$ cat src/hdl/normalized_blur_downsample_macros.svh
// ----------------------------------------------------------------------------
// Assertion macros for the normalized blur / downsample block
// ----------------------------------------------------------------------------
`ifndef NORMALIZED_BLUR_DOWNSAMPLE_MACROS_SVH
`define NORMALIZED_BLUR_DOWNSAMPLE_MACROS_SVH

// Same-cycle implication, disabled while reset is asserted
`define NBD_ASSERT_NOW(lbl, clk, rstn, ante, cons, msg) \
    lbl: assert property (@(posedge clk) disable iff (!(rstn)) (ante) |-> (cons)) \
        else $error(msg);

// Next-cycle implication, disabled while reset is asserted
`define NBD_ASSERT_NEXT(lbl, clk, rstn, ante, cons, msg) \
    lbl: assert property (@(posedge clk) disable iff (!(rstn)) (ante) |=> (cons)) \
        else $error(msg);

`endif

$ cat src/hdl/nbd_pkg.sv
// ----------------------------------------------------------------------------
// nbd_pkg
// Shared constants, types and mixing functions of the blur / downsample block.
// ----------------------------------------------------------------------------
`timescale 1ns / 1ps

package nbd_pkg;

    // Grid geometry
    localparam int SIDE       = 64;
    localparam int CNT_W      = $clog2(SIDE);
    localparam int LINE_DEPTH = SIDE / 2;
    localparam int ADDR_W     = $clog2(LINE_DEPTH);
    localparam int QUARTER    = SIDE / 4;
    localparam int LAST_ODD   = 2 * (SIDE / 2) - 1;

    // Divider geometry: dividend is a 32-bit sum times 65280
    localparam int DVD_W     = 48;
    localparam int STEP_W    = $clog2(DVD_W);
    localparam int DSR_W     = 24;
    localparam int NUM_LANES = 3;

    // Queue between front and back
    localparam int FIFO_DEPTH = 2;
    localparam int FPTR_W     = $clog2(FIFO_DEPTH);
    localparam int FCNT_W     = $clog2(FIFO_DEPTH + 1);

    // Q.8 constants
    localparam logic [23:0] SUM_MAX     = 24'd16646400;
    localparam logic [15:0] FULL_Q8     = 16'd65280;
    localparam logic [7:0]  W_EDGE_NEAR = 8'd169;
    localparam logic [7:0]  W_EDGE_FAR  = 8'd84;

    // Per-word classification done by the front
    typedef struct packed {
        logic              col_odd;
        logic              col_edge;
        logic              row_odd;
        logic              row_first;
        logic [ADDR_W-1:0] addr;
        logic [5:0]        dest_row;
        logic [5:0]        dest_col;
        logic              last;
    } tag_t;

    typedef struct packed {
        logic [31:0] luma_sum;
        logic [31:0] chroma_sum;
        logic [23:0] opacity_sum;
        logic [23:0] capacity_sum;
        tag_t        tag;
    } item_t;

    typedef struct packed {
        logic [23:0] luma;
        logic [23:0] chroma;
        logic [15:0] opacity;
        logic [15:0] capacity;
    } pix_t;

    localparam int PIX_W = $bits(pix_t);

    typedef enum logic [1:0] {
        BK_IDLE,
        BK_DIV,
        BK_HORZ,
        BK_VERT
    } back_state_t;

    // x * 65280 = (x << 16) - (x << 8)
    function automatic logic [DVD_W-1:0] scale_dividend(input logic [31:0] x);
        return {x, 16'b0} - {8'b0, x, 8'b0};
    endfunction

    function automatic logic [23:0] sat24(input logic [DVD_W-1:0] q,
                                          input logic [23:0] limit);
        return (q > DVD_W'(limit)) ? limit : q[23:0];
    endfunction

    // (169*near + 84*far) >> 8
    function automatic logic [23:0] edge24(input logic [23:0] near, input logic [23:0] far);
        logic [32:0] s;
        s = 33'(near) * 33'(W_EDGE_NEAR) + 33'(far) * 33'(W_EDGE_FAR);
        return s[31:8];
    endfunction

    // (64a + 128b + 64c) >> 8 == (a + 2b + c) >> 2
    function automatic logic [23:0] mid24(input logic [23:0] a, input logic [23:0] b,
                                          input logic [23:0] c);
        logic [25:0] s;
        s = 26'(a) + {1'b0, b, 1'b0} + 26'(c);
        return s[25:2];
    endfunction

    function automatic pix_t edge_pix(input pix_t near, input pix_t far);
        pix_t p;
        p.luma     = edge24(near.luma, far.luma);
        p.chroma   = edge24(near.chroma, far.chroma);
        p.opacity  = 16'(edge24(24'(near.opacity), 24'(far.opacity)));
        p.capacity = 16'(edge24(24'(near.capacity), 24'(far.capacity)));
        return p;
    endfunction

    function automatic pix_t mid_pix(input pix_t a, input pix_t b, input pix_t c);
        pix_t p;
        p.luma     = mid24(a.luma, b.luma, c.luma);
        p.chroma   = mid24(a.chroma, b.chroma, c.chroma);
        p.opacity  = 16'(mid24(24'(a.opacity), 24'(b.opacity), 24'(c.opacity)));
        p.capacity = 16'(mid24(24'(a.capacity), 24'(b.capacity), 24'(c.capacity)));
        return p;
    endfunction

endpackage

$ cat src/hdl/nbd_fifo.sv
// ----------------------------------------------------------------------------
// nbd_fifo
// Two-entry queue of tagged words between front and back.
// ----------------------------------------------------------------------------
`timescale 1ns / 1ps

module nbd_fifo
    import nbd_pkg::*;
(
    input  logic  aclk,
    input  logic  aresetn,
    input  logic  push,
    input  item_t push_item,
    output logic  full,
    input  logic  pop,
    output logic  head_valid,
    output item_t head_item
);

    item_t             mem_reg [FIFO_DEPTH];
    logic [FPTR_W-1:0] wr_ptr_reg, rd_ptr_reg;
    logic [FCNT_W-1:0] count_reg, count_next;

    assign full       = (count_reg == FCNT_W'(FIFO_DEPTH));
    assign head_valid = (count_reg != '0);
    assign head_item  = mem_reg[rd_ptr_reg];

    always_comb begin
        count_next = count_reg;
        if (push && !pop) begin
            count_next = count_reg + 1'b1;
        end else if (pop && !push) begin
            count_next = count_reg - 1'b1;
        end
    end

    // Storage
    always_ff @(posedge aclk) begin
        if (push) begin
            mem_reg[wr_ptr_reg] <= push_item;
        end
    end

    // Pointers and fill count
    always_ff @(posedge aclk) begin
        if (!aresetn) begin
            wr_ptr_reg <= '0;
            rd_ptr_reg <= '0;
            count_reg  <= '0;
        end else begin
            if (push) begin
                wr_ptr_reg <= wr_ptr_reg + 1'b1;
            end
            if (pop) begin
                rd_ptr_reg <= rd_ptr_reg + 1'b1;
            end
            count_reg <= count_next;
        end
    end

endmodule

$ cat config.mk
export PLATFORM = sky130hd
export DESIGN_NAME = nbd_fifo
export DESIGN_NICKNAME = d
export VERILOG_FILES = /design/src/hdl/normalized_blur_downsample_macros.svh /design/src/hdl/nbd_pkg.sv /design/src/hdl/nbd_fifo.sv
export SDC_FILE = /design/constraint.sdc
export NUM_CORES = 1
export LEC_CHECK = 0
export ABC_AREA = 1
export BUFFER_PORTS_ARGS = -buffer_cell sky130_fd_sc_hd__buf_2
export CAP_MARGIN = 20
export CORE_MARGIN = 3
export CORE_UTILIZATION = 45
export CTS_CLUSTER_SIZE = 30
export DETAILED_ROUTE_END_ITERATION = 7
export GPL_ROUTABILITY_DRIVEN = 0
export GPL_TIMING_DRIVEN = 0
export MAX_ROUTING_LAYER = met4
export PLACE_DENSITY = 0.83
export SETUP_SLACK_MARGIN = 0.02
export SYNTH_ARGS = -nofsm -noshare
export SYNTH_HDL_FRONTEND = slang
export SYNTH_SLANG_ARGS = --single-unit
export TNS_END_PERCENT = 50
$ cat constraint.sdc
create_clock -name aclk -period 7.24 [get_ports aclk]
set_input_delay 0.724 -clock aclk [delete_from_list [all_inputs] [get_ports aclk]]
set_output_delay 0.724 -clock aclk [all_outputs]
set_load 0.01 [all_outputs]
==> results of run 1 <==
-- metal layers --
layer  vias up  track usage (%)  routed length [µm]
met4         0             5.59                 669
met1      2509             17.8                7190
met3        49             3.94                1380
met2       212             26.9                9980
li1       2401                -                   -
met5         -                -                   0
-- worst max-delay path, stage by stage (launching register included) --
cell     delay, ns
dfxtp_1       0.32
buf_6         0.14
buf_6         0.19
buf_6         0.20
mux2_4        0.31
buf_2         0.16
-- worst max-delay path by stage --
stage          startpoint         endpoint
2_1_floorplan        push    mem_reg[0][0]
3_3_place_gp         push   mem_reg[0][55]
3_5_place_dp         push  mem_reg[0][109]
4_1_cts          register    head_item[82]
5_1_grt          register    head_item[82]
6_report         register    head_item[82]
-- metrics by stage --
step / hold WS, ns / area [µm²] / setup WS (ns) / utilization [%]
6_report: 0.383 / 12800 / 4.68 / 58.3
2_1_floorplan: 0.463 / 10100 / 0.239 / -
5_1_grt: 0.358 / 12800 / 4.54 / 58.3
3_5_place_dp: 0.500 / 12000 / 4.74 / 54.6
4_1_cts: 0.352 / 12800 / 4.60 / 58.2
3_3_place_gp: 0.479 / 11900 / -3.09 / 54.0
-- placed cells by master, fill, tap and decap left out --
cell type,n
mux2_2,74
nor2_4,1
buf_2,280
clkinv_1,7
buf_16,2
clkinvlp_4,1
clkinv_4,1
buf_12,3
a21oi_1,1
diode_2,5
inv_1,7
nand4_1,1
o21ai_0,1
clkbuf_16,29
mux2_4,60
nor2_1,7
nand3_1,1
nand2_1,9
buf_6,8
inv_6,1
ha_1,1
edfxtp_1,268
clkinv_2,3
dfxtp_1,5
clkbuf_1,6
-- power breakdown --
part	switching [W]	internal [W]	total (W)
sequential	0.0000187	0.00183	0.00185
clock	0.000537	0.000722	0.00126
combinational	0.000179	0.000174	0.000352
total	0.000734	0.00273	0.00346
-- final cells by class --
class	count	area share [%]
sequential	273	63.7
clock buffer	35	5.85
clock inverter	12	0.450
multi-input combinational	156	14.4
inverter	8	0.274
antenna	5	0.0978
timing repair buffer	278	11.6
buffer	15	0.978
tap	280	2.74
-- cell families after synthesis --
family | synth area share [%]
AO/OA/AOI/OAI | 0.0987
AND/OR/NAND/NOR | 0.741
buffers and inverters | 1.53
adder cells (fa/ha/maj) | 0.123
multiplexers | 17.1
flip-flops | 80.4
==> flow_summary.json, run 1 <==
{
  "yosysWarnings": 0,
  "rsz0062_at_grt": "false",
  "overflow": 0,
  "vias": 5171,
  "min_to": "mem_reg[1][87]",
  "via_per_inst": 4.87,
  "crit_fanout": 10,
  "synth_edf_count": 268,
  "drc": 0,
  "cts_setup_buffers": 0,
  "seqCellArea_mm2": 0.00815,
  "synth.most_common_cell": "edfxtp_1",
  "synthTopCellsByArea": "edfxtp_1 (79%), mux2_4 (8.9%), mux2_2 (8.2%)",
  "min_period_ns": 2.56,
  "syn_area_mm2": 0.0101,
  "h-tree-depth": 1,
  "required_ns": 6.52,
  "final_cells": 1062,
  "clockBufferDepth": 3,
  "antenna_found_initial": 5,
  "worst_r2r_endpoint": "mem_reg[0][109]",
  "design.core.area_mm2": 0.0220,
  "drtAntennaViolNets": 0,
  "numCtsBuffers": 28,
  "hold_class": "in -> reg",
  "start_util_pct": 46.2,
  "min_period_over_period_pct": 35.3,
  "synthCells": 452,
  "powerDensity_mw_per_mm2": 270,
  "ctsResizeCount": 0,
  "fin_setup_tns_ns": 0,
  "grt_pass1_wl_um": 28800,
  "cts_root_buffer": "clkbuf_16",
  "final_nets": 899,
  "synth-seq-area-share_pct": 80.4,
  "routed_wl_um": 19200,
  "setup_viol": 0,
  "drive_gt1_share_pct": 59.6,
  "syn_avg_cell_area_um2": 22.4,
  "startpoint_type": "register",
  "reg2reg_depth": 3,
  "crit_type": "reg -> out",
  "path_clk_slew_ns": 0.06,
  "clock.fmax_mhz": 391,
  "max_slew_margin_pct": 42.5,
  "synth-async-reset-ratio_pct": 0,
  "grtUsageTotal_pct": 15.6,
  "die_h_um": 156,
  "status": "finished, final reports clean",
  "maxCapViolations": 0,
  "yosysUniqueCellTypes": 14,
  "min_from": "push_item[87]",
  "finalClockSkew_ns": 0.0188,
  "largest_reg_flops": 268,
  "synthTopCellsByCount": "edfxtp_1 (268), mux2_2 (74), mux2_4 (60)",
  "cts_tree": "built",
  "postCtsHoldBufs": 0,
  "total_power_w": 0.00346,
  "endpoint_kind": "output pin",
  "numPortBuffers": 273,
  "drv_slew": 0,
  "dieArea_mm2": 0.0244,
  "min_delay_path_depth": 1,
  "synth_ff_type": "edfxtp_1",
  "p_leak_nw": 4.98,
  "worstMarginPinSlew_ns": 0.861,
  "worstPathArrival_ns": 1.84,
  "finalHoldViolCount": 0,
  "ios": 274,
  "yosysTopAreaCell": "edfxtp_1",
  "wl_per_cell_um": 18.1,
  "r2r_slack_ns": 5.36,
  "rows": 54,
  "drt_first_iter_violations": 329,
  "die_x_um": 156,
  "multiInputGateArea_mm2": 0.00184,
  "clk_latency_ns": 0.53,
  "irDropWorstVdd_v": 0.000202,
  "synth_top_area_share_pct": 79.4,
  "dp_hpwl_um": 13300,
  "ys_seq_elements": 273,
  "first_pass_iters": 4,
  "cts.sinks": 273,
  "area_growth_pct": 26.3,
  "grt_max_degree": 87,
  "reg2reg_from": "wr_ptr_reg",
  "place_inst": 1010,
  "fill_cells": 1638,
  "grt_pass1_vias": 5563,
  "synth_fp_nets": 591
}
No activity file was read; power rests on OpenSTA's default activity.
==> inputs of run 2 (changes only) <==
Settings changed: ABC_AREA 1 to 0, PLACE_DENSITY 0.83 to 0.8.
Clock period 7.24 ns to 2.6 ns, I/O delays scaled along.
==> flow_summary.json, run 2 <==
{
  "synth.most_common_cell": "edfxtp_1",
  "critPathMaxStageDelay_ns": 0.32,
  "numCtsBuffers": 28,
  "antenna_found_initial": 2,
  "via_per_inst": 4.82,
  "worst_path_max_delay_cell": "dfxtp_1",
  "layout_commonest_cell": "buf_2",
  "final_cell_area_mm2": 0.0142,
  "status": "finished, final reports clean",
  "synthTopCellsByCount": "edfxtp_1 (268), mux2_2 (74), mux2_4 (60)",
  "cts_setup_buffers": 0,
  "synth-async-reset-ratio_pct": 0,
  "worstPathArrival_ns": 1.84,
  "area_growth_pct": 40.7,
  "cts_root_buffer": "clkbuf_16",
  "die_x_um": 156,
  "hold_class": "in -> reg",
  "ys_seq_elements": 273,
  "reg2reg_depth": 4,
  "min_delay_path_depth": 3,
  "finalClockSkew_ns": 0.00702,
  "clock.fmax_mhz": 476,
  "synth-seq-area-share_pct": 80.5,
  "ios": 274,
  "drt_first_iter_violations": 277,
  "seqCellArea_mm2": 0.00815,
  "crit_fanout": 10,
  "path_clk_slew_ns": 0.06,
  "p_leak_nw": 5.57,
  "synth_ff_type": "edfxtp_1",
  "design.core.area_mm2": 0.0220,
  "endpoint_kind": "output pin",
  "min_period_over_period_pct": 80.8,
  "post_dp_cell_area_mm2": 0.0120,
  "finalHoldViolCount": 0,
  "drive_gt1_share_pct": 52.2,
  "drtAntennaViolNets": 0,
  "drc": 0,
  "setup_viol": 0,
  "synthTopCellsByArea": "edfxtp_1 (79%), mux2_4 (8.9%), mux2_2 (8.2%)",
  "required_ns": 2.34,
  "fill_cells": 1451,
  "final_cell_mix": "buf_2 (280), edfxtp_1 (268), dlygate4sd3_1 (135)",
  "crit_path_cell_trace": "buf_6 > buf_6 > buf_6 > mux2_4 > buf_2",
  "irDropWorstVdd_v": 0.000610,
  "grt_pass1_wl_um": 33200,
  "h-tree-depth": 1,
  "yosysWarnings": 0,
  "startpoint_type": "register",
  "grt_pass1_vias": 6368,
  "grtUsageTotal_pct": 17.8,
  "powerDensity_mw_per_mm2": 711,
  "routed_wl_um": 21600,
  "synth_edf_count": 268,
  "dieArea_mm2": 0.0243,
  "max_slew_margin_pct": 59.1,
  "multiInputGateArea_mm2": 0.00186,
  "path_buf_inv": 4,
  "yosysUniqueCellTypes": 17,
  "crit_family": "buffers and inverters",
  "crit_type": "reg -> out",
  "wl_per_cell_um": 18.2,
  "cts.sinks": 273,
  "clk_latency_ns": 0.52,
  "syn_avg_cell_area_um2": 23.1,
  "vias": 5723,
  "maxCapViolations": 0,
  "clockBufferDepth": 3,
  "final_nets": 1023,
  "die_h_um": 156,
  "overflow": 0,
  "cp_num_cells": 5,
  "largest_reg_flops": 268,
  "numPortBuffers": 273,
  "postLayoutCoreUtil_pct": 64.9,
  "syn_area_mm2": 0.0101,
  "dp_hpwl_um": 13300,
  "yosysTopAreaCell": "edfxtp_1",
  "synth_top_area_share_pct": 79.5,
  "synthCells": 439,
  "cpMostUsedCell": "buf_6",
  "synth_fp_nets": 578,
  "drv_slew": 0,
  "worstMarginPinSlew_ns": 0.613,
  "rows": 54,
  "rsz0062_at_grt": "false",
  "cts_tree": "built",
  "first_pass_iters": 4,
  "min_period_ns": 2.10,
  "grt_max_degree": 67,
  "start_util_pct": 46.1
}
run 2: cell types whose count changed after synthesis, sizes merged, moves of 2 or more:
cell,delta
nand2,-9
nor2,-8
nor2b,+3
xor2,+2
and2,+4
inv,-7
run 2: layer usage:
layer	up-vias	track usage (%)	wire (µm)
met4	0	5.85	648
met3	54	3.97	1360
met2	231	31.3	11300
met5	-	-	0
met1	2797	20.2	8280
li1	2641	-	-
run 2: final timing paths:
check                         end  slack (ns)    startpoint
hold reg to reg      count_reg[1]        0.53  count_reg[1]
setup / recovery    head_item[74]        0.50      register
hold / removal           register        0.11           pop
setup reg to reg  mem_reg[0][132]        0.78    wr_ptr_reg
run 2: tightest hold or removal path: stages:
cell    delay [ns]
buf_2         0.11
xor2_1        0.07
and2_1        0.14
run 2: cell type report:
type	instances	area share, %
multi-input cells	150	13.1
well taps	280	2.46
clock buffers	41	5.69
diodes	2	0.0351
clock inverters	10	0.386
inverters	1	0.0263
flip-flops and latches	273	57.2
plain buffers	15	0.878
repair buffers	415	20.3
run 2: timing repair:
item                                    CTS  global route
endpoints found under the setup margin    0             0
gates resized for setup                   0             0
endpoints found under the hold margin   269             0
hold buffers                            135             0
run 2: stage by stage:
step	power [W]	setup TNS, ns	setup slack, ns	std cells	hold WS (ns)
final	0.0101	0	0.498	1187	0.107
after floorplan	0.00587	-18.17	-0.135	439	0.359
after global placement	0.00631	-275.54	-1.31	992	0.448
after detailed placement	0.00636	0	0.674	999	0.451
after global routing	0.0105	0	0.387	1187	0.0931
after CTS	0.0102	0	0.430	1185	0.0759
run 2: kinds of logic (layout without fill, tap and decap cells):
group                    Yosys count  count (layout)  share of synthesized area [%]
other                              0               2                              0
multiplexers                     134             134                           17.1
AND/OR/NAND/NOR                    9               9                          0.556
flip-flops                       273             273                           80.5
adder cells (fa/ha/maj)            1               1                          0.124
XOR/XNOR                           3               3                          0.260
AO/OA/AOI/OAI                      3               3                          0.198
buffers and inverters             16             482                           1.27
run 2: where the power goes:
group	total (W)	switching [W]	internal (W)
clock network	0.00370	0.00154	0.00216
logic	0.00129	0.000595	0.000698
registers	0.00514	0.0000566	0.00509
total	0.0101	0.00219	0.00794
==> inputs of run 3 (changes only) <==
Settings changed: PLACE_DENSITY 0.8 to 0.83.
Clock period 2.6 ns to 1.8 ns, I/O delays scaled along.
==> flow_summary.json, run 3 (synthesized netlist as in run 2, its figures left out) <==
{
  "required_ns": 1.62,
  "die_x_um": 156,
  "pwr-share-seq_pct": 48.2,
  "cts.sinks": 273,
  "layout_setup_ws_ns": -0.159,
  "via_per_inst": 4.88,
  "p_leak_nw": 5.88,
  "pwr-share-clk_pct": 37.1,
  "rows": 54,
  "dieArea_mm2": 0.0243,
  "drtAntennaViolNets": 0,
  "maxCapViolations": 0,
  "pwr-share-comb_pct": 14.6,
  "drv_slew": 0,
  "power_switching_w": 0.00342,
  "violations": "setup timing",
  "grt_max_degree": 66,
  "worstMarginPinSlew_ns": 0.597,
  "largest_reg_flops": 268,
  "worstPathArrival_ns": 1.78,
  "numPortBuffers": 273,
  "path_clk_slew_ns": 0.06,
  "vias": 5847,
  "final_cell_area_mm2": 0.0150,
  "final_nets": 1033,
  "antenna_found_initial": 3,
  "rsz0062_at_grt": "true",
  "clockBufferDepth": 3,
  "powerDensity_mw_per_mm2": 1030,
  "cts_tree": "built",
  "h-tree-depth": 1,
  "design.core.area_mm2": 0.0220,
  "min_period_over_period_pct": 109,
  "status": "finished with violations",
  "hold_class": "in -> reg",
  "first_pass_iters": 6,
  "internal_power_w": 0.0120,
  "dp_hpwl_um": 13300,
  "ios": 274,
  "clock.fmax_mhz": 510,
  "grt_pass1_wl_um": 36500,
  "final_cell_mix": "edfxtp_1 (268), buf_2 (211), dlygate4sd3_1 (136)",
  "grtUsageTotal_pct": 20.0,
  "finalClockSkew_ns": 0.00972,
  "endpoint_kind": "output pin",
  "crit_fanout": 9,
  "wl_per_cell_um": 20.5,
  "drt_first_iter_violations": 312,
  "grt_pass1_vias": 6580,
  "startpoint_type": "register",
  "cts_root_buffer": "clkbuf_16",
  "drive_gt1_share_pct": 52.9,
  "die_h_um": 156,
  "irDropWorstVdd_v": 0.000818,
  "clk_latency_ns": 0.53,
  "layout_commonest_cell": "edfxtp_1",
  "p_sw_share_pct": 22.2,
  "overflow": 0,
  "min_period_ns": 1.96,
  "numCtsBuffers": 29,
  "place_ws_ns": 0.0448,
  "crit_type": "reg -> out",
  "routed_wl_um": 24600,
  "setup_viol": 134,
  "post_dp_cell_area_mm2": 0.0120,
  "area_growth_pct": 48.2,
  "finalHoldViolCount": 0,
  "start_util_pct": 46.1,
  "drc": 0,
  "max_slew_margin_pct": 60.1
}
run 3: worst max-delay path, cell delays in order (launching register included):
cell	delay, ns
dfxtp_2	0.32
buf_12	0.14
buf_6	0.12
buf_12	0.12
buf_16	0.13
mux2_4	0.30
buf_6	0.13
run 3: per-layer routing:
metal  routed length (µm)  share of wire, %  track usage [%]
met5                    0                 0                -
met4                  903               3.7             7.15
met3                 1440               5.9             3.91
met2                13400                55             36.2
met1                 8790                36             21.7
run 3: what timing repair did:
item,4_1_cts,5_1_grt
resized for setup,71,47
gates cloned,1,3
endpoints found under the hold margin,273,0
pin swaps,0,0
hold buffers,136,0
endpoints found under the setup margin,134,169
buffers inserted,4,2
run 3: cell type report:
| class | count | area (µm²) |
|---|---|---|
| diodes | 3 | 7.51 |
| plain buffers | 14 | 230 |
| clock buffers | 32 | 737 |
| clock inverters | 20 | 174 |
| fillers | 1350 | 6950 |
| inverters | 1 | 3.75 |
| multi-input cells | 150 | 1910 |
| flip-flops and latches | 273 | 8150 |
| well taps | 280 | 350 |
| repair buffers | 425 | 3440 |
run 3: path summary, 6_finish.rpt:
kind                startpoint              end  slack [ns]  cells after the start
setup / recovery      register    head_item[24]       -0.16                      6
hold / removal            push       wr_ptr_reg        0.03                      3
setup reg to reg    wr_ptr_reg  mem_reg[0][111]        0.09                      3
hold reg to reg   count_reg[1]     count_reg[1]        0.56                      2
run 3: per-stage QoR:
step                total power (W)  hold slack, ns  cells  util [%]  setup TNS, ns
floorplan                   0.00848           0.279    439         -        -212.82
global placement            0.00911           0.367    992      54.0        -479.03
detailed placement          0.00918           0.371    998      54.6              0
CTS                          0.0153          0.0110   1191      67.0         -22.11
global route                 0.0160          0.0225   1198      68.3         -23.09
finish                       0.0154          0.0271   1198      68.3         -14.23
run 3: power groups by stage:
stage	Clock, W	Sequential (W)	Combinational [W]
final	0.00573	0.00744	0.00226
after global placement	0	0.00757	0.00154
after CTS	0.00579	0.00743	0.00209
after floorplan	0	0.00755	0.000926
after detailed placement	0	0.00756	0.00161
after global routing	0.00611	0.00747	0.00240
