--- src/hdl/normalized_blur_downsample_macros.svh ---
// ----------------------------------------------------------------------------
// Assertion macros for the normalized blur / downsample block
// ----------------------------------------------------------------------------
`ifndef NORMALIZED_BLUR_DOWNSAMPLE_MACROS_SVH
`define NORMALIZED_BLUR_DOWNSAMPLE_MACROS_SVH

// Same-cycle implication, disabled while reset is asserted
`define NBD_ASSERT_NOW(lbl, clk, rstn, ante, cons, msg) \
    lbl: assert property (@(posedge clk) disable iff (!(rstn)) (ante) |-> (cons)) \
        else $error(msg);

// Next-cycle implication, disabled while reset is asserted
`define NBD_ASSERT_NEXT(lbl, clk, rstn, ante, cons, msg) \
    lbl: assert property (@(posedge clk) disable iff (!(rstn)) (ante) |=> (cons)) \
        else $error(msg);

`endif

--- src/hdl/nbd_pkg.sv ---
// ----------------------------------------------------------------------------
// nbd_pkg
// Shared constants, types and mixing functions of the blur / downsample block.
// ----------------------------------------------------------------------------
`timescale 1ns / 1ps

package nbd_pkg;

    // Grid geometry
    localparam int SIDE       = 64;
    localparam int CNT_W      = $clog2(SIDE);
    localparam int LINE_DEPTH = SIDE / 2;
    localparam int ADDR_W     = $clog2(LINE_DEPTH);
    localparam int QUARTER    = SIDE / 4;
    localparam int LAST_ODD   = 2 * (SIDE / 2) - 1;

    // Divider geometry: dividend is a 32-bit sum times 65280
    localparam int DVD_W     = 48;
    localparam int STEP_W    = $clog2(DVD_W);
    localparam int DSR_W     = 24;
    localparam int NUM_LANES = 3;

    // Queue between front and back
    localparam int FIFO_DEPTH = 2;
    localparam int FPTR_W     = $clog2(FIFO_DEPTH);
    localparam int FCNT_W     = $clog2(FIFO_DEPTH + 1);

    // Q.8 constants
    localparam logic [23:0] SUM_MAX     = 24'd16646400;
    localparam logic [15:0] FULL_Q8     = 16'd65280;
    localparam logic [7:0]  W_EDGE_NEAR = 8'd169;
    localparam logic [7:0]  W_EDGE_FAR  = 8'd84;

    // Per-word classification done by the front
    typedef struct packed {
        logic              col_odd;
        logic              col_edge;
        logic              row_odd;
        logic              row_first;
        logic [ADDR_W-1:0] addr;
        logic [5:0]        dest_row;
        logic [5:0]        dest_col;
        logic              last;
    } tag_t;

    typedef struct packed {
        logic [31:0] luma_sum;
        logic [31:0] chroma_sum;
        logic [23:0] opacity_sum;
        logic [23:0] capacity_sum;
        tag_t        tag;
    } item_t;

    typedef struct packed {
        logic [23:0] luma;
        logic [23:0] chroma;
        logic [15:0] opacity;
        logic [15:0] capacity;
    } pix_t;

    localparam int PIX_W = $bits(pix_t);

    typedef enum logic [1:0] {
        BK_IDLE,
        BK_DIV,
        BK_HORZ,
        BK_VERT
    } back_state_t;

    // x * 65280 = (x << 16) - (x << 8)
    function automatic logic [DVD_W-1:0] scale_dividend(input logic [31:0] x);
        return {x, 16'b0} - {8'b0, x, 8'b0};
    endfunction

    function automatic logic [23:0] sat24(input logic [DVD_W-1:0] q,
                                          input logic [23:0] limit);
        return (q > DVD_W'(limit)) ? limit : q[23:0];
    endfunction

    // (169*near + 84*far) >> 8
    function automatic logic [23:0] edge24(input logic [23:0] near, input logic [23:0] far);
        logic [32:0] s;
        s = 33'(near) * 33'(W_EDGE_NEAR) + 33'(far) * 33'(W_EDGE_FAR);
        return s[31:8];
    endfunction

    // (64a + 128b + 64c) >> 8 == (a + 2b + c) >> 2
    function automatic logic [23:0] mid24(input logic [23:0] a, input logic [23:0] b,
                                          input logic [23:0] c);
        logic [25:0] s;
        s = 26'(a) + {1'b0, b, 1'b0} + 26'(c);
        return s[25:2];
    endfunction

    function automatic pix_t edge_pix(input pix_t near, input pix_t far);
        pix_t p;
        p.luma     = edge24(near.luma, far.luma);
        p.chroma   = edge24(near.chroma, far.chroma);
        p.opacity  = 16'(edge24(24'(near.opacity), 24'(far.opacity)));
        p.capacity = 16'(edge24(24'(near.capacity), 24'(far.capacity)));
        return p;
    endfunction

    function automatic pix_t mid_pix(input pix_t a, input pix_t b, input pix_t c);
        pix_t p;
        p.luma     = mid24(a.luma, b.luma, c.luma);
        p.chroma   = mid24(a.chroma, b.chroma, c.chroma);
        p.opacity  = 16'(mid24(24'(a.opacity), 24'(b.opacity), 24'(c.opacity)));
        p.capacity = 16'(mid24(24'(a.capacity), 24'(b.capacity), 24'(c.capacity)));
        return p;
    endfunction

endpackage

--- src/hdl/nbd_front.sv ---
// ----------------------------------------------------------------------------
// nbd_front
// Accepts input words, tracks the raster position and tags each word.
// ----------------------------------------------------------------------------
`timescale 1ns / 1ps

module nbd_front
    import nbd_pkg::*;
(
    input  logic        aclk,
    input  logic        aresetn,
    input  logic        s_valid,
    output logic        s_ready,
    input  logic [31:0] s_luma_sum,
    input  logic [31:0] s_chroma_sum,
    input  logic [23:0] s_opacity_sum,
    input  logic [23:0] s_capacity_sum,
    input  logic        fifo_full,
    output logic        push,
    output item_t       push_item
);

    logic [CNT_W-1:0] row_reg, row_next;
    logic [CNT_W-1:0] col_reg, col_next;
    tag_t             tag;

    assign s_ready = !fifo_full;
    assign push    = s_valid && s_ready;

    // Classify the word from its position
    always_comb begin
        tag.col_odd   = col_reg[0];
        tag.col_edge  = (col_reg == CNT_W'(1));
        tag.row_odd   = row_reg[0];
        tag.row_first = (row_reg == CNT_W'(1));
        tag.addr      = ADDR_W'(col_reg >> 1);
        tag.dest_row  = 6'(QUARTER + int'(row_reg >> 1));
        tag.dest_col  = 6'(QUARTER + int'(col_reg >> 1));
        tag.last      = (row_reg == CNT_W'(LAST_ODD)) && (col_reg == CNT_W'(LAST_ODD));
    end

    assign push_item = '{luma_sum:     s_luma_sum,
                         chroma_sum:   s_chroma_sum,
                         opacity_sum:  s_opacity_sum,
                         capacity_sum: s_capacity_sum,
                         tag:          tag};

    // Raster counters, wrap at frame end
    always_comb begin
        row_next = row_reg;
        col_next = col_reg;
        if (push) begin
            if (col_reg == CNT_W'(SIDE - 1)) begin
                col_next = '0;
                row_next = (row_reg == CNT_W'(SIDE - 1)) ? '0 : row_reg + 1'b1;
            end else begin
                col_next = col_reg + 1'b1;
            end
        end
    end

    always_ff @(posedge aclk) begin
        if (!aresetn) begin
            row_reg <= '0;
            col_reg <= '0;
        end else begin
            row_reg <= row_next;
            col_reg <= col_next;
        end
    end

endmodule

--- config.mk ---
export PLATFORM = sky130hd
export DESIGN_NAME = nbd_front
export DESIGN_NICKNAME = d
export VERILOG_FILES = /design/src/hdl/normalized_blur_downsample_macros.svh /design/src/hdl/nbd_pkg.sv /design/src/hdl/nbd_front.sv
export SDC_FILE = /design/constraint.sdc
export NUM_CORES = 1
export LEC_CHECK = 0
export ABC_AREA = 1
export BUFFER_PORTS_ARGS = -buffer_cell sky130_fd_sc_hd__buf_4
export CAP_MARGIN = 20
export CORE_AREA = 2 2 98 100
export DETAILED_ROUTE_END_ITERATION = 8
export DIE_AREA = 0 0 100 102
export PLACE_DENSITY_LB_ADDON = 0.1
export SETUP_SLACK_MARGIN = 0.4
export SLEW_MARGIN = 20
export SYNTH_ARGS = -nofsm -noshare
export SYNTH_HDL_FRONTEND = slang
export SYNTH_SLANG_ARGS = --single-unit
--- constraint.sdc ---
create_clock -name aclk -period 1.8 [get_ports aclk]
set_clock_uncertainty 0.1 [all_clocks]
set_input_delay 0.36 -clock aclk [delete_from_list [all_inputs] [get_ports aclk]]
set_output_delay 0.36 -clock aclk [all_outputs]
set_load 0.005 [all_outputs]
==> results of run 1 <==
power by group:
group          internal (uW)  switching [uW]
registers                267            4.32
logic                   36.0            35.7
clock network            148             106
total                    451             146
tightest hold or removal path: stages:
cell     delay (ns)
buf_4          0.15
nand2_1        0.06
inv_1          0.04
kinds of logic (layout without fill, tap and decap cells):
| family | after synthesis | count (layout) | share of synthesized area, % |
|---|---|---|---|
| buf+inv | 131 | 63 | 57.9 |
| simple gates | 62 | 62 | 20.8 |
| flops | 12 | 12 | 14.9 |
| compound gates | 8 | 8 | 2.72 |
| fa+ha+maj | 4 | 4 | 3.11 |
| xor+xnor | 1 | 1 | 0.544 |
metal layers:
layer	global-route usage, %	up-vias	wire (um)
li1	-	428	-
met1	7.17	415	1340
met2	9.25	55	1430
met3	3.28	22	344
met4	4.43	0	124
met5	0	-	0
worst paths after layout:
path	slack (ns)	cells past startpoint	endpoint	from
max	0.02	6	push_item[0]	row_reg[1]$_SDFFE_PN0P_
min	0.29	3	row_reg[2]$_SDFFE_PN0P_	aresetn
max reg2reg	0.32	11	row_reg[4]$_SDFFE_PN0P_	row_reg[1]$_SDFFE_PN0P_
min reg2reg	0.44	2	col_reg[5]$_SDFFE_PN0P_	col_reg[5]$_SDFFE_PN0P_
synth_stat cells:
cell        n  area share [%]
a21oi_1     3            0.93
buf_4     117              55
dfxtp_1    12              15
ha_1        4             3.1
inv_1      11             2.6
inv_2       3            0.70
nand2_1    19             4.4
nand2_2     3             1.2
nand2_4     2             1.4
nand3_1     7             2.2
nand3_2     2             1.2
nand3b_1    1            0.47
nand4_1     3             1.2
nor2_1     14             3.3
nor2_2      2            0.78
nor2_8      2             2.5
nor3_1      6             1.9
nor4_1      1            0.39
o21ai_0     2            0.62
o21ai_1     2            0.62
o21ai_2     1            0.54
xnor2_1     1            0.54
layout make-up:
| type | instances | area, um^2 |
|---|---|---|
| Fill cell | 1049 | 7690 |
| Clock buffer | 3 | 41.3 |
| Inverter | 14 | 55.1 |
| Multi-Input combinational cell | 75 | 546 |
| Tap cell | 111 | 139 |
| Sequential cell | 12 | 258 |
| Timing Repair Buffer | 46 | 380 |
per-stage QoR:
step	hold slack (ns)	power [uW]	utilization, %
2_1_floorplan	0.358	504	-
3_3_place_gp	0.432	335	12.2
3_5_place_dp	0.437	335	12.2
4_1_cts	0.294	607	14.7
5_1_grt	0.307	630	15.6
6_report	0.294	597	15.6
timing repair:
item / in CTS / in global routing
gates resized for setup: 27 / 9
pin swaps: 8 / 6
gates cloned: 0 / 0
hold buffers: 0 / 0
setup buffers: 9 / 6
setup endpoints to repair: 9 / 17
==> flow_summary.rst, run 1 <==
.. list-table::
   :header-rows: 1

   * - Metric
     - Value
   * - Status
     - finished clean
   * - Pwr Density
     - around 420 nW/um^2
   * - Leakage
     - between 0.0006 and 0.0007 uW
   * - Signal arrival time at the worst endpoint
     - roughly 1.3 ns
   * - Total of flip-flops plus latches after synthesis
     - 12
   * - Number of CTS-inserted buffers
     - 3
   * - GRT Overall Usage
     - about 6.3%
   * - Number of distinct library cells after synthesis
     - 22
   * - Final-report hold violation count
     - 0
   * - Final cell count without fillers
     - 261
   * - Number of standard-cell rows in the floorplan
     - 35
   * - Kind of cell with the highest combined delay on the critical path
     - simple AND/OR/NAND/NOR gates
   * - Most frequent standard cell in the layout excluding fill and tap cells
     - buf_4
   * - Final count of pins violating max slew
     - 0
   * - Critical Path Max Stage Delay
     - ~0.35 ns
   * - Hold/Removal Path Class
     - input port to flop
   * - Clock Root Buffer
     - clkbuf_8
   * - Vias
     - 920
   * - Post-route cell area
     - roughly 1400 um^2
   * - GP Congestion
     - approximately 0.74
   * - Finish-stage setup viols
     - 0
   * - Initial antenna violation count
     - 0
   * - Transition time of the tightest slew-check pin
     - roughly 0.26 ns
   * - Number of buffers on the longest clock path
     - 2
   * - Initial cell density of the core
     - ~18%
   * - Detailed-route vias per instance
     - approximately 3.5
   * - TNS Setup
     - 0 ns
   * - DRC violation count after routing
     - 0
   * - Detailed placement HPWL
     - 2410 um
   * - Die Area
     - 10,200 um^2
   * - Area growth from synthesis to final layout
     - -11.8%
   * - Highest-count cells in the layout ignoring fill and taps
     - buf_4, nand2_1, nor2_1
   * - Die H
     - approximately 100 um
   * - Maximum fanout count along the critical path
     - 2
   * - Data required, critical path
     - 1.34 ns
   * - Element type at the critical path end
     - output port
   * - Number of nets still failing antenna checks after routing
     - 0
   * - Cells after Synth
     - 218
   * - Number of buffer and inverter stages on the critical path
     - 1
   * - Max Freq
     - ~560 MHz
   * - Count of yosys warnings during synthesis
     - 0
   * - Gr ovfl total
     - 0
   * - Sequential-to-total area share from yosys stat
     - roughly 15%
   * - Slack of the critical path
     - 0.0204 ns
   * - Via count of the first global-routing pass
     - approximately 950
   * - Crit Path Category
     - flop to output port
   * - Placeable Area
     - between 9000 and 10,000 um^2
   * - Total wirelength of the detailed-routed design
     - about 3200 um
   * - Crit path launch type
     - flop
   * - Wire length of the first global-routing pass
     - 4910 um
   * - Final clock period utilization by the worst path
     - a little over nine tenths
   * - Clock Latency Late Sink
     - ~0.24 ns
   * - X dimension of the die
     - approximately 100 um
   * - Average cell area after synthesis
     - approximately 7.4 um^2
   * - Post-synthesis instance area
     - about 1600 um^2
   * - VDD IR-drop max
     - between 0.00015 and 0.0002 V
   * - Number of DRC markers in iteration 0
     - 25
   * - Final net count
     - approximately 270
   * - Total instance count after detailed placement
     - 243
   * - Input/output buffers
     - 27
   * - Cell type of the slowest stage on the worst timing path
     - dfxtp_4
   * - Number of sinks handled by clock tree synthesis
     - 12
   * - Mapped Nets
     - roughly 340
   * - Max Cap Viol
     - 0
   * - Number of top-level pins
     - between 200 and 300
   * - Number of iterations in the first detailed-routing pass
     - 4
   * - Depth of the CTS H-tree
     - 1
   * - Unrepaired setup endpoints after global routing
     - true
   * - Crit path cell chain
     - ha_4 -> nand2_4 -> nor2_4 -> nand3_4 -> nor4_4 -> buf_4
   * - DP Area
     - between 1000 and 1500 um^2
   * - Fraction of layout cells with a size suffix above 1
     - between 50% and 60%
   * - Worst Setup Slack post-DPL
     - about 0.07 ns
   * - Ant diodes
     - 0
   * - Pin count of the biggest net entering global routing
     - 10
   * - Slew Limit Headroom
     - 82.6%
   * - Fin crit period
     - between 1.5 and 2 ns
   * - Clock Pin Slew Worst Setup and Hold Paths
     - roughly 0.060 ns
   * - TritonCTS clock tree
     - yes
   * - Routed wirelength normalized by instance count
     - approximately 12 um
(Power assumes the default switching activity.)
==> run 2, diff against run 1 <==
- PLACE_DENSITY: not set -> 0.61
- PLACE_DENSITY_LB_ADDON: 0.1 -> not set
==> flow_summary.rst, run 2 (synthesis gave the netlist of run 1 again) <==
.. list-table::
   :header-rows: 1

   * - Metric
     - Value
   * - Status
     - finished clean
   * - Cell-internal power
     - 506 uW
   * - Final cell count without fillers
     - roughly 260
   * - Via count of the first global-routing pass
     - between 1k and 1.5k
   * - TNS Setup
     - 0 ns
   * - Area growth from synthesis to final layout
     - -7.62%
   * - Cell type of the slowest stage on the worst timing path
     - dfxtp_2
   * - Maximum fanout count along the critical path
     - 3
   * - Post-route total power
     - between 600 and 700 uW
   * - Clock Root Buffer
     - clkbuf_8
   * - Initial cell density of the core
     - 17.7%
   * - Number of top-level pins
     - between 200 and 300
   * - Comb pwr share
     - between 10% and 20%
   * - Max Freq
     - between 500 and 600 MHz
   * - WL met1
     - around 1300 um
   * - Data required, critical path
     - approximately 1.3 ns
   * - Finish-stage setup viols
     - 0
   * - Hold-fix buffers at CTS
     - 0
   * - Number of buffers on the longest clock path
     - 2
   * - Total wirelength of the detailed-routed design
     - ~3900 um
   * - Clock network fraction of total power
     - between 40% and 50%
   * - Cell depth of the worst setup path
     - 6
   * - Die H
     - between 100 and 150 um
   * - Fin crit period
     - about 1.8 ns
   * - Die Area
     - slightly above 10,000 um^2
   * - Routed wire length on met2
     - around 1700 um
   * - Crit Path Category
     - flop to output port
   * - Top routing layer in use
     - met4
   * - Highest-count cells in the layout ignoring fill and taps
     - buf_4, nand2_1, nor2_1
   * - Number of standard-cell rows in the floorplan
     - 35
   * - Critical Path Max Stage Delay
     - ~0.35 ns
   * - Pwr Density
     - 441 nW/um^2
   * - Slew Limit Headroom
     - 84.2%
   * - Final-report hold violation count
     - 0
   * - Fraction of layout cells with a size suffix above 1
     - between 60% and 70%
   * - GP Congestion
     - approximately 0.77
   * - Routed wirelength normalized by instance count
     - between 10 and 15 um
   * - X dimension of the die
     - 100 um
   * - Launch instance of the worst register-to-register path
     - col_reg[0]$_SDFFE_PN0P_
   * - Source of the worst hold timing path
     - aresetn
   * - Sequential power share
     - about two fifths
   * - Kind of cell with the highest combined delay on the critical path
     - simple AND/OR/NAND/NOR gates
   * - VDD IR-drop max
     - 0.000411 V
   * - Length in cells of the worst reg-to-reg path
     - 8
   * - Unrepaired setup endpoints after global routing
     - true
   * - Routed length on met3
     - 599 um
   * - Leakage
     - roughly 0.00069 uW
   * - DP Area
     - around 1100 um^2
   * - Clock Pin Slew Worst Setup and Hold Paths
     - about 0.050 ns
   * - Sw frac
     - 22.9%
   * - Clock Latency Late Sink
     - approximately 0.24 ns
   * - Post-layout utilization of the core
     - around 16%
   * - Total net switching power
     - roughly 150 uW
   * - Placeable Area
     - between 9000 and 10,000 um^2
   * - Final count of pins violating max slew
     - 0
   * - Most frequent standard cell in the layout excluding fill and tap cells
     - buf_4
   * - Max Cap Viol
     - 0
   * - Number of DRC markers in iteration 0
     - 17
   * - Hold/Removal Path Class
     - input port to flop
   * - TritonCTS clock tree
     - yes
   * - Ant diodes
     - 0
   * - Number of buffer and inverter stages on the critical path
     - 1
   * - Initial antenna violation count
     - 0
   * - Depth of the CTS H-tree
     - 1
   * - GRT Overall Usage
     - under 10%
   * - Number of sinks handled by clock tree synthesis
     - 12
   * - Total instance count after detailed placement
     - between 200 and 250
   * - Final clock period utilization by the worst path
     - 99.4%
   * - Detailed placement HPWL
     - ~2800 um
   * - Gr ovfl total
     - 0
   * - Origin of the worst setup path
     - row_reg[0]$_SDFFE_PN0P_
   * - Input/output buffers
     - 27
   * - Filler cell count in the final layout
     - just over 1k
   * - Number of nets still failing antenna checks after routing
     - 0
   * - Crit path cell chain
     - ha_4 -> nand2_4 -> nor2_4 -> nand3_4 -> nor4_4 -> buf_4
   * - Signal arrival time at the worst endpoint
     - 1.33 ns
   * - Number of CTS-inserted buffers
     - 3
   * - Pin count of the biggest net entering global routing
     - 10
   * - Element type at the critical path end
     - output port
   * - Detailed-route vias per instance
     - between 3 and 4
   * - Transition time of the tightest slew-check pin
     - 0.236 ns
   * - Number of iterations in the first detailed-routing pass
     - 4
   * - Final net count
     - 272
   * - Post-route cell area
     - ~1500 um^2
   * - Cells on Worst Hold Path
     - 3
   * - Vias
     - roughly 1,000
   * - Crit path launch type
     - flop
   * - DRC violation count after routing
     - 0
   * - Wire length of the first global-routing pass
     - around 5700 um
run 2: tightest hold or removal path: stages:
cell	delay [ns]
buf_4	0.14
nand2_1	0.06
inv_1	0.04
run 2: path summary, 6_finish.rpt:
| check | endpoint | slack [ns] |
|---|---|---|
| max | push_item[0] | 0.01 |
| min | row_reg[2]$_SDFFE_PN0P_ | 0.29 |
| max reg2reg | row_reg[3]$_SDFFE_PN0P_ | 0.41 |
| min reg2reg | col_reg[3]$_SDFFE_PN0P_ | 0.44 |
run 2: what timing repair did:
action                                  in CTS  in global routing
endpoints found under the hold margin        0                  0
resized for setup                           29                 20
endpoints found under the setup margin      15                 16
pin swaps                                    8                 12
cloned                                       0                  0
buffers inserted                             9                  5
run 2: power by group through the flow:
| stage | clock (uW) | sequential, uW | combinational [uW] |
|---|---|---|---|
| 2_1_floorplan | 0 | 279 | 225 |
| 3_3_place_gp | 0 | 278 | 51.0 |
| 3_5_place_dp | 0 | 278 | 51.4 |
| 4_1_cts | 310 | 274 | 65.4 |
| 5_1_grt | 323 | 271 | 91.4 |
| 6_report | 301 | 271 | 84.0 |
run 2: area by class of cell:
| cell class | instances | area [um^2] | share of cell area [%] |
|---|---|---|---|
| clock buffer | 4 | 55.1 | 3.70 |
| inverter | 14 | 55.1 | 3.70 |
| multi-input combinational | 75 | 579 | 39.0 |
| sequential | 12 | 259 | 17.4 |
| tap | 111 | 139 | 9.34 |
| timing repair buffer | 46 | 399 | 26.9 |
run 2: per-layer routing:
layer  vias to the layer above  track usage [%]
li1                        430                -
met1                       435             7.14
met2                        89             10.9
met3                        42             4.72
met4                         0             6.32
met5                         -                0
run 2: through the flow:
| step | setup WS, ns | hold slack [ns] |
|---|---|---|
| detailed placement | 0.104 | 0.423 |
| global placement | 0.139 | 0.414 |
| global route | -0.0798 | 0.306 |
| CTS | -0.119 | 0.282 |
| floorplan | 0.347 | 0.358 |
| finish | 0.0116 | 0.294 |
==> run 3, diff against run 2 <==
- PLACE_DENSITY: 0.61 -> 0.54
- SLEW_MARGIN: 20 -> 10
- clock period: 1.8 -> 2 ns (I/O delays scaled with it)
==> flow_summary.rst, run 3 (synthesis gave the netlist of run 1 again) <==
.. list-table::
   :header-rows: 1

   * - Metric
     - Value
   * - Total wirelength of the detailed-routed design
     - around 3500 um
   * - Detailed placement HPWL
     - 2700 um
   * - Ant diodes
     - 0
   * - Post-layout utilization of the core
     - roughly an eighth
   * - Detailed-route vias per instance
     - approximately 3.8
   * - Max Cap Viol
     - 0
   * - Fin crit period
     - between 1.5 and 2 ns
   * - Depth of the CTS H-tree
     - 1
   * - Final count of pins violating max slew
     - 0
   * - Number of nets still failing antenna checks after routing
     - 0
   * - Finish-stage setup viols
     - 0
   * - Transition time of the tightest slew-check pin
     - ~0.27 ns
   * - Slew Limit Headroom
     - between 80% and 90%
   * - Number of standard-cell rows in the floorplan
     - 35
   * - Number of CTS-inserted buffers
     - 3
   * - X dimension of the die
     - 100 um
   * - Data required, critical path
     - ~1.5 ns
   * - Area growth from synthesis to final layout
     - -24.9%
   * - Clock Pin Slew Worst Setup and Hold Paths
     - approximately 0.050 ns
   * - Initial antenna violation count
     - 0
   * - Max Freq
     - around 500 MHz
   * - Signal arrival time at the worst endpoint
     - roughly 1.5 ns
   * - Routed wirelength normalized by instance count
     - approximately 14 um
   * - Global-route track usage on met1
     - between 6 and 7%
   * - Clock Root Buffer
     - clkbuf_8
   * - Highest-count cells in the layout ignoring fill and taps
     - buf_4, nand2_1, nor2_1
   * - Initial cell density of the core
     - ~18%
   * - Vias
     - ~900
   * - Number of buffers on the longest clock path
     - 2
   * - Most frequent standard cell in the layout excluding fill and tap cells
     - buf_4
   * - Pwr Density
     - around 430 nW/um^2
   * - Maximum fanout count along the critical path
     - 2
   * - DP Area
     - ~1100 um^2
   * - Gr ovfl total
     - 0
   * - Via count of the first global-routing pass
     - 892
   * - Number of iterations in the first detailed-routing pass
     - 4
   * - Wire length of the first global-routing pass
     - approximately 4800 um
   * - GP Congestion
     - approximately 0.8
   * - Die H
     - between 100 and 150 um
   * - Unrepaired setup endpoints after global routing
     - true
   * - Final net count
     - between 200 and 300
   * - Number of top-level pins
     - approximately 250
   * - Most Crowded Layer GR
     - met2
   * - Leakage
     - between 0.0005 and 0.0006 uW
   * - Input/output buffers
     - 27
   * - Final-report hold violation count
     - 0
   * - Post-route cell area
     - around 1200 um^2
   * - Crit path launch type
     - flop
   * - GRT Overall Usage
     - under 10%
   * - GR Util met2
     - 8.06%
   * - Hold-fix buffers at CTS
     - 0
   * - Pin count of the biggest net entering global routing
     - 10
   * - Fraction of layout cells with a size suffix above 1
     - 45.2%
   * - Number of sinks handled by clock tree synthesis
     - 12
   * - Clock Latency Late Sink
     - 0.24 ns
   * - VDD IR-drop max
     - 0.000282 V
   * - TritonCTS clock tree
     - yes
   * - Final clock period utilization by the worst path
     - 99.6%
   * - Number of DRC markers in iteration 0
     - 48
   * - Die Area
     - around 10,000 um^2
   * - DRC violation count after routing
     - 0
   * - Status
     - finished clean
   * - Hold/Removal Path Class
     - input port to flop
   * - Placeable Area
     - 9110 um^2
   * - Crit Path Category
     - flop to output port
   * - Element type at the critical path end
     - output port
   * - Grt met3 use
     - around 3.2%
## run 3: changes by cell type in the layout (fill, tap and decap cells not counted), sizes merged
cell / change
clkbuf: -1
buf: -15
## run 3: critical path: stages, from the launching register on
cell and delay [ns]:
dfxtp_2 0.35, ha_4 0.15, nand2_4 0.06, nor2_4 0.13, nand3_2 0.11, nor4_2 0.30, buf_4 0.15
## run 3: final timing paths
check / endpoint / depth (start not counted) / slack, ns / start
max: push_item[0] / 6 / 0.009 / row_reg[0]$_SDFFE_PN0P_
min reg2reg: row_reg[1]$_SDFFE_PN0P_ / 2 / 0.42 / row_reg[1]$_SDFFE_PN0P_
max reg2reg: row_reg[5]$_SDFFE_PN0P_ / 6 / 0.49 / col_reg[0]$_SDFFE_PN0P_
min: row_reg[2]$_SDFFE_PN0P_ / 3 / 0.32 / aresetn
## run 3: layer usage
metal | share of wire (%) | wire, um
met5 | 0 | 0
met2 | 37 | 1310
met1 | 38 | 1340
met4 | 11 | 383
met3 | 13 | 458
## run 3: power breakdown
group | internal [uW] | switching, uW | total, uW
Sequential | 241 | 4.93 | 246
Clock | 133 | 86.5 | 219
Combinational | 24.5 | 25.3 | 49.8
## run 3: layout make-up
cell class / instances / area, um^2
multi-input cells: 75 / 492
repair buffers: 31 / 233
well taps: 111 / 139
flip-flops and latches: 12 / 251
inverters: 14 / 52.6
fillers: 1048 / 7900
clock buffers: 3 / 41.3
## run 3: per-stage QoR
stage	total power (uW)	std cells	TNS [ns]	setup WS [ns]	hold slack (ns)
floorplan	454	218	0	0.446	0.398
global placement	295	240	0	0.250	0.415
detailed placement	296	240	0	0.241	0.441
CTS	518	243	0	0.0304	0.326
global route	544	246	-0.0714	-0.0714	0.355
finish	515	246	0	0.00885	0.319
## run 3: repair_timing
action,CTS,global route
gates cloned,0,0
pin swaps,0,6
gates resized for setup,4,13
endpoints found under the setup margin,3,3
setup buffers,0,3
